## config.mk

```make
export PLATFORM = sky130hd
export DESIGN_NAME = bta_alu
export DESIGN_NICKNAME = d
export VERILOG_FILES = /design/src/sv/bta_pkg.sv /design/src/sv/bta_alu.sv
export SDC_FILE = /design/constraint.sdc
export NUM_CORES = 1
export LEC_CHECK = 0
export BUFFER_PORTS_ARGS = -buffer_cell sky130_fd_sc_hd__clkbuf_2
export CORE_ASPECT_RATIO = 1.75
export CORE_MARGIN = 1.5
export CORE_UTILIZATION = 25
export DETAILED_ROUTE_END_ITERATION = 12
export PLACE_DENSITY_LB_ADDON = 0.1
export SLEW_MARGIN = 5
export SYNTH_ARGS = -nofsm -noshare
export SYNTH_HDL_FRONTEND = slang
export SYNTH_SLANG_ARGS = --single-unit
```

## constraint.sdc

```tcl
create_clock -name vclk -period 4.8
set_input_delay 0.48 -clock vclk [all_inputs]
set_output_delay 0.48 -clock vclk [all_outputs]
set_load 0.005 [all_outputs]
```

## src/sv/bta_pkg.sv

```systemverilog
// Shared types and constants for the boundary tag allocator.
// Used by every module of the block; depends on nothing.
`default_nettype none
package bta_pkg;

    localparam int REQ_W      = 10;
    localparam int ADDR_W     = 9;
    localparam int CFG_IDX_W  = 1;
    localparam int CFG_DATA_W = 10;

    localparam int POOL_SIZE_RST = 500;
    localparam int MIN_REM_RST   = 10;

    localparam logic [CFG_IDX_W-1:0] CFG_POOL_SIZE = 1'b0;
    localparam logic [CFG_IDX_W-1:0] CFG_MIN_REM   = 1'b1;

    typedef enum logic {
        ACT_ALLOC = 1'b0,
        ACT_FREE  = 1'b1
    } t_action;

    typedef enum logic [1:0] {
        ST_DONE   = 2'd0,
        ST_NO_FIT = 2'd1,
        ST_REJECT = 2'd2
    } t_status;

    typedef struct packed {
        t_action             action;
        logic [REQ_W-1:0]    request_size;
        logic [ADDR_W-1:0]   block_address;
    } t_item;

    typedef struct packed {
        t_status             status;
        logic [ADDR_W-1:0]   granted_address;
        logic [REQ_W-1:0]    granted_size;
    } t_result;

    typedef enum logic [1:0] {
        ALU_ADD   = 2'd0,
        ALU_SUB   = 2'd1,
        ALU_ADDM1 = 2'd2
    } t_alu_op;

    // Per-field write enables of the unit record memory.
    typedef struct packed {
        logic used;
        logic size;
        logic back;
        logic fwd;
        logic up;
    } t_rec_we;

    typedef enum logic [5:0] {
        S_CLEAR, S_FORMAT, S_IDLE,
        S_A_WALK, S_A_CMP, S_A_UNL1, S_A_UNL2, S_A_SPLIT2, S_A_WDONE, S_A_SDONE,
        S_SB_HEAD, S_SB_FOOT,
        S_F_HEAD, S_F_FADR, S_F_RADR, S_F_FOOT, S_F_LEFT, S_F_RIGHT,
        S_F_CLRP, S_F_CLRF,
        S_F_N_RD, S_F_N_W2, S_F_N_W3,
        S_F_L_RD, S_F_L_UP,
        S_F_R_W2, S_F_R_W3, S_F_R_SZ, S_F_R_UT, S_F_R_UP,
        S_F_B_W2, S_F_B_RD, S_F_B_SZ, S_F_B_FT, S_F_B_UP
    } t_state;

endpackage
`default_nettype wire

```

## src/sv/bta_alu.sv

```systemverilog
// Shared adder and comparator of the allocator sequencer.
// Depends on bta_pkg for the operation codes.
`default_nettype none
module bta_alu
    import bta_pkg::*;
#(
    parameter int W = 11
) (
    input  wire t_alu_op        i_op,
    input  wire logic [W-1:0]   i_a,
    input  wire logic [W-1:0]   i_b,
    output logic [W-1:0]        o_y,
    output logic                o_ge
);

    logic [W:0] diff;

    assign diff = {1'b0, i_a} - {1'b0, i_b};
    assign o_ge = ~diff[W];

    always_comb begin
        unique case (i_op)
            ALU_ADD:   o_y = i_a + i_b;
            ALU_SUB:   o_y = diff[W-1:0];
            ALU_ADDM1: o_y = i_a + i_b - W'(1);
            default:   o_y = i_a + i_b;
        endcase
    end

endmodule
`default_nettype wire

```

Word level (Yosys, flattened, before mapping)
Cells that the tools add are included.
{"block": "totals", "regBits": 0, "out_inout_bits": 12}
{"block": "op_classes", "muxes": 1, "bitwise_logic": 1, "addsub": 3, "n_eq_ne": 2}
{"op": "$pmux 11 s2", "count": 1}
{"op": "$sub 11x11->12", "count": 1}
{"op": "$add 11x11->11", "count": 1}
{"op": "$sub 11x1->11 const B", "count": 1}
{"op": "$eq 2x1->1 const B", "count": 1}
{"op": "$eq 2x2->1 const B", "count": 1}
{"op": "$not 1->1", "count": 1}

Longest topological paths before layout
Gate-level depths: netlist of run 1.
{"block": "logic_depth", "word_depth": 3, "depth_mapped": 11, "depth_no_buf": 11}

Least setup slack after synthesis of run 1
OpenSTA, ideal clock, no wires.
{"block": "synth_path", "kind": "input port to output port", "from": "input i_a[0]", "to": "output o_y[10]", "t_arrival_ns": 2.676, "cell_stages": 9, "t_required_ns": 4.320, "setup_slack_ns": 1.644, "cell_sequence": "ha_1 fa_1 nand2b_4 a21oi_1 xnor2_1 nor4_4 nand4_2 or4b_1 nand3_1"}
{"block": "synth_via", "elab_chain_cells": 3, "word_cells_on_any_way": 4, "cone_classes": "add/sub: 3; mux: 1"}
{"element": "start, declared", "line_no": "bta_alu.sv:10", "text": "input wire logic [W-1:0] i_a,"}
{"element": "$add 11x11->11", "line_no": "bta_alu.sv:23, bta_alu.sv:25, bta_alu.sv:26"}
{"element": "$sub 11x1->11", "line_no": "bta_alu.sv:25", "text": "ALU_ADDM1: o_y = i_a + i_b - W'(1);"}
{"element": "$pmux 11 s2 *", "line_no": "bta_alu.sv:22", "text": "unique case (i_op)"}
{"element": "end, declared", "line_no": "bta_alu.sv:12", "text": "output logic [W-1:0] o_y,"}
Mark *: on every way between the ends. The rest lies on a longest branch, timed or not.

Final worst setup path of run 1
{"block": "layout_path", "from": "input i_b[5]", "to": "output o_y[10]"}
{"block": "layout_via", "elab_chain_cells": 3, "word_cells_on_any_way": 4, "cone_classes": "add/sub: 3; mux: 1"}
{"element": "start, declared", "line_no": "bta_alu.sv:11", "text": "input wire logic [W-1:0] i_b,"}
{"element": "$add 11x11->11", "line_no": "bta_alu.sv:23, bta_alu.sv:25, bta_alu.sv:26"}
{"element": "$sub 11x1->11", "line_no": "bta_alu.sv:25"}
{"element": "$pmux 11 s2 *", "line_no": "bta_alu.sv:22"}
Marked as above.

==> out/metrics.csv, run 1 <==
stage,metric,value,unit
finish,fin_cells,324,
run,cap_violations,0,
worst_hold_path,hp-class,input pin to primary output,
finish,design.seq.count,0,
floorplan,fp-row-count,38,
sta,rsz0062_at_grt,no,
floorplan,coreArea,6180,sq um
grt,gr-total-overflow,0,
sta,maxSlewHeadroom,57.6,%
detailed_routing,post-route-drc-count,0,
grt,grt_pass1_wl,8250,um
finish,fin_nets,296,
finish,nClkBuffers,0,
grt,antenna_found_initial,0,
clocking,cts_hold_buf,0,
grt,grtUsageTotal,14.5,%
detailed_routing,dr_total_vias,1667,
sta,layout_setup_ws,1140,ps
floorplan,io_pins,36,
yosys,seq_area_frac_synth,0,%
sta,fin_crit,3660,ps
worst_setup_path,cp_top_family,simple AND/OR/NAND/NOR gates,
power,powerDensity,146,nW/um^2
power,total_power,265,uW
worst_setup_path,critPathRequiredTime,4320,ps
detailed_routing,routed_wl,4940,um
placed_design,gp_congestion,0.835,
worst_setup_path,end_kind,primary output,
yosys,yosysWarnings,0,
sta,drv_slew,0,
sta,hold_viol,0,
placed_design,dp.cells,324,
sta,tightest_slew,632,ps
finish,drive_above_1_share,22.5,%
detailed_routing,wl_per_cell,15.2,um
floorplan,die_h,109,um
floorplan,dieWidth,63.3,um
worst_setup_path,start_kind,input pin,
yosys,synth_nets,267,
grt,first_global_vias,1672,
floorplan,die_area,6880,sq um
clocking,cts_setup_buffers,0,
power,vdd_drop_max,0.0000450,V
yosys,syn_inst,217,
finish,area_delta_synth_final,14.3,%
placed_design,pre_cts_ws,1110,ps
outcome,status,completed,
sta,fmax,273,MHz
sta,setup_violations,0,
detailed_routing,drt_first_iter_violations,51,
clocking,ctsResizeCount,0,
finish,n_fill_cell,735,
worst_setup_path,slowest_stage,or3b_2,
detailed_routing,ant_nets,0,
sta,hold_slack,1380,ps
finish,antennaDiodeCount,0,
placed_design,io_buffers,36,
finish,regArea,0,sq um
grt,grt_max_degree,18,
yosys,ys_types,59,
yosys,netlist_area,1590,sq um
yosys,syn_area_per_cell,7.34,sq um
detailed_routing,vias_per_cell,5.15,
worst_setup_path,worstSetupPathType,input pin to primary output,
sta,fin_tns_setup,0,ps
worst_setup_path,cp_cell_sequence,clkbuf_2 > inv_1 > ha_1 > or3b_2 > nand3_1 > o211ai_2 > nor4_4 > nand4_2 > or4b_1 > nand3_1 > clkbuf_2,
worst_setup_path,worst-path-buf-inv,3,
worst_setup_path,path_max_fanout,17,
worst_setup_path,worstPathArrival,3180,ps
floorplan,initial_core_util,25.8,%
worst_setup_path,critPathMaxStageDelay,570,ps
detailed_routing,first_pass_iters,4,
power,p_leak,0.811,nW
placed_design,hpwlAfterDp,4270,um
sta,fin_crit_sh,76.3,%
-- power breakdown --
group / internal (mW) / leakage [nW] / switching (mW) / total [mW]
sequential: 0 / 0 / 0 / 0
combinational: 0.110 / 0.811 / 0.155 / 0.265
clock: 0 / 0 / 0 / 0
-- through the flow --
step	util (%)	cell area (sq um)
floorplan	-	1590
global placement	29.5	1820
detailed placement	29.5	1820
CTS	29.5	1820
global route	29.5	1820
finish	29.5	1820
-- synthesized netlist by cell type, types with 4 or more instances --
cell type	count	area [sq um]
inv_1	22	82.6
a21o_1	4	30.0
clkbuf_1	6	22.5
o21a_1	4	30.0
o211ai_1	4	30.0
ha_1	24	300
nor2b_1	8	50.1
o21ai_0	13	65.1
o221ai_1	4	35.0
nor3_1	6	30.0
a21oi_1	13	65.1
a221o_1	4	40.0
xnor2_1	8	70.1
nand3_1	5	25.0
nor2_1	17	63.8
nand2_1	13	48.8
nand2b_1	4	25.0
-- routing by layer --
metal  up-vias  track usage [%]  routed length, um
met3         4                0                 82
met1       777             17.0               1940
met4         0             1.40                 60
met5         -                0                  0
met2        27             29.8               2860
li1        859                -                  -
-- logic make-up after synthesis --
family | count (synthesis) | synth area share (%)
fa+ha+maj | 26 | 21.4
simple gates | 74 | 26.7
compound gates | 72 | 35.4
buf+inv | 31 | 8.48
xor+xnor | 11 | 6.05
mux | 3 | 1.96
-- cell usage in the layout, fill, tap and decap left out, types with 4 or more instances in the layout --
cell type	n
o21a_1	4
nand2b_1	4
ha_1	24
a21oi_1	13
inv_1	22
nand3_1	5
nor2_1	17
xnor2_1	8
o21ai_0	13
o211ai_1	4
nor3_1	6
o221ai_1	4
a221o_1	4
nand2_1	13
nor2b_1	8
a21o_1	4
clkbuf_2	36
-- layout make-up --
type	instances	area (sq um)	area share [%]
Multi-Input combinational cell	186	1460	80.1
Inverter	22	82.6	4.54
Tap cell	80	100	5.50
Timing Repair Buffer	36	180	9.90
-- final timing paths --
| check | startpoint | endpoint | slack, ps | depth (start not counted) |
|---|---|---|---|---|
| hold / removal | i_a[10] | o_ge | 1380 | 5 |
| setup / recovery | i_b[5] | o_y[10] | 1140 | 11 |
Power figures use the tool's default switching activity.
==> run 2, diff against run 1 <==
==> constraint.sdc (replaced) <==
create_clock -name vclk -period 3.64
set_input_delay 0.364 -clock vclk [all_inputs]
set_output_delay 0.364 -clock vclk [all_outputs]
set_load 0.005 [all_outputs]
==> out/metrics.csv, run 2 (same netlist as run 1, synthesis figures left out) <==
stage,metric,value,unit,change
detailed_routing,drt_first_iter_violations,95,,+86%
outcome,status,completed,,
grt,grt_pass1_wl,7910,um,-4.1%
detailed_routing,first_pass_iters,4,,unchanged
sta,fin_crit_sh,92.8,%,
sta,hold_viol,0,,unchanged
grt,antenna_found_initial,0,,unchanged
clocking,cts_hold_buf,0,,unchanged
finish,area_delta_synth_final,15.7,%,
worst_setup_path,end_kind,primary output,,
finish,layout_common_cells,"clkbuf_2 (36), ha_1 (24), inv_1 (22)",,
placed_design,io_buffers,36,,unchanged
clocking,cts_setup_buffers,0,,unchanged
grt,grt_max_degree,16,,-2
detailed_routing,dr_total_vias,1699,,+1.9%
grt,grtUsageTotal,13.8,%,-0.75 points
power,swShare,57.8,%,-0.58 points
sta,layout_setup_ws,263,ps,-873 ps
finish,regArea,0,sq um,unchanged
power,p_leak,0.826,nW,+1.8%
placed_design,hpwlAfterDp,4160,um,-2.5%
floorplan,coreArea,6180,sq um,unchanged
power,vdd_drop_max,0.0000515,V,+14%
power,powerDensity,192,nW/um^2,+32%
finish,fin_nets,299,,+1.0%
floorplan,die_h,109,um,unchanged
floorplan,fp-row-count,38,,unchanged
sta,tightest_slew,652,ps,+20.7 ps
worst_setup_path,critPathRequiredTime,3280,ps,-1040 ps
floorplan,die_area,6880,sq um,unchanged
grt,gr-total-overflow,0,,unchanged
sta,maxSlewHeadroom,56.2,%,-1.4 points
detailed_routing,routed_wl,4830,um,-2.2%
sta,hold_slack,1140,ps,-240 ps
sta,rsz0062_at_grt,no,,
sta,fmax,296,MHz,
run,cap_violations,0,,unchanged
power,clock_power_share,0,%,unchanged
sta,drv_slew,0,,unchanged
finish,design.seq.count,0,,unchanged
worst_hold_path,hp-class,input pin to primary output,,
finish,nClkBuffers,0,,unchanged
detailed_routing,post-route-drc-count,0,,unchanged
worst_setup_path,start_kind,input pin,,
sta,setup_violations,0,,unchanged
placed_design,gp_congestion,0.781,,-6.5%
floorplan,dieWidth,63.3,um,unchanged
sta,fin_crit,3380,ps,
detailed_routing,wl_per_cell,14.8,um,-3.1%
grt,first_global_vias,1657,,-0.90%
worst_setup_path,worstSetupPathType,input pin to primary output,,
power,internal_power,149,uW,+35%
placed_design,pre_cts_ws,236,ps,-873 ps
floorplan,io_pins,36,,unchanged
detailed_routing,ant_nets,0,,unchanged
detailed_routing,vias_per_cell,5.20,,+0.98%
finish,drive_above_1_share,23.5,%,+0.94 points
sta,fin_tns_setup,0,ps,unchanged
finish,antennaDiodeCount,0,,unchanged
power,switchingPower,204,uW,+32%
power,p_seq_share,0,%,unchanged
power,p_comb_share,100.0,%,about the same
worst_setup_path,worstPathArrival,3010,ps,-170 ps
finish,layout_commonest_cell,clkbuf_2,,
floorplan,initial_core_util,25.8,%,unchanged
clocking,ctsResizeCount,0,,unchanged
worst_setup_path,path_max_fanout,10,,-7
==> run 2: cell count changes in the layout (fill, tap and decap cells not counted) <==
cell and delta:
buf_4 +3
==> run 2: final timing paths <==
path / from / depth (start not counted) / end
max: i_b[3] / 11 / o_y[10]
min: i_a[10] / 5 / o_ge
==> run 2: routing by layer <==
layer	vias to the layer above	share of wire, %	GRT usage, %
met5	-	0	0
met4	0	0	0
met3	0	2.1	0.312
met2	29	57	29.2
met1	806	41	15.7
li1	864	-	-
==> run 2: critical path, cell delays in order <==
cell and delay, ps:
clkbuf_2 90, inv_1 40, ha_1 470, nor2_1 130, a211oi_4 360, a2111oi_2 130
o41ai_2 500, xor2_1 200, or4b_1 530, nand3_1 90, clkbuf_2 110
==> run 2: cell type report <==
cell class / instances / area [sq um]
multi-input cells: 186 / 1460
well taps: 80 / 100
repair buffers: 39 / 203
fillers: 707 / 4340
inverters: 22 / 82.6
==> run 2: power groups by stage <==
stage / Combinational (mW) / Sequential (mW) / Clock (mW)
finish: 0.353 / 0 / 0
global route: 0.392 / 0 / 0
CTS: 0.357 / 0 / 0
detailed placement: 0.356 / 0 / 0
global placement: 0.360 / 0 / 0
floorplan: 0.250 / 0 / 0
==> run 2: stage by stage <==
stage | cells | utilization (%) | instance area [sq um] | power [mW]
final | 327 | 29.8 | 1840 | 0.353
after global routing | 327 | 29.8 | 1840 | 0.392
after CTS | 327 | 29.8 | 1840 | 0.357
after detailed placement | 327 | 29.8 | 1840 | 0.356
after global placement | 327 | 29.8 | 1840 | 0.360
after floorplan | 217 | - | 1590 | 0.250
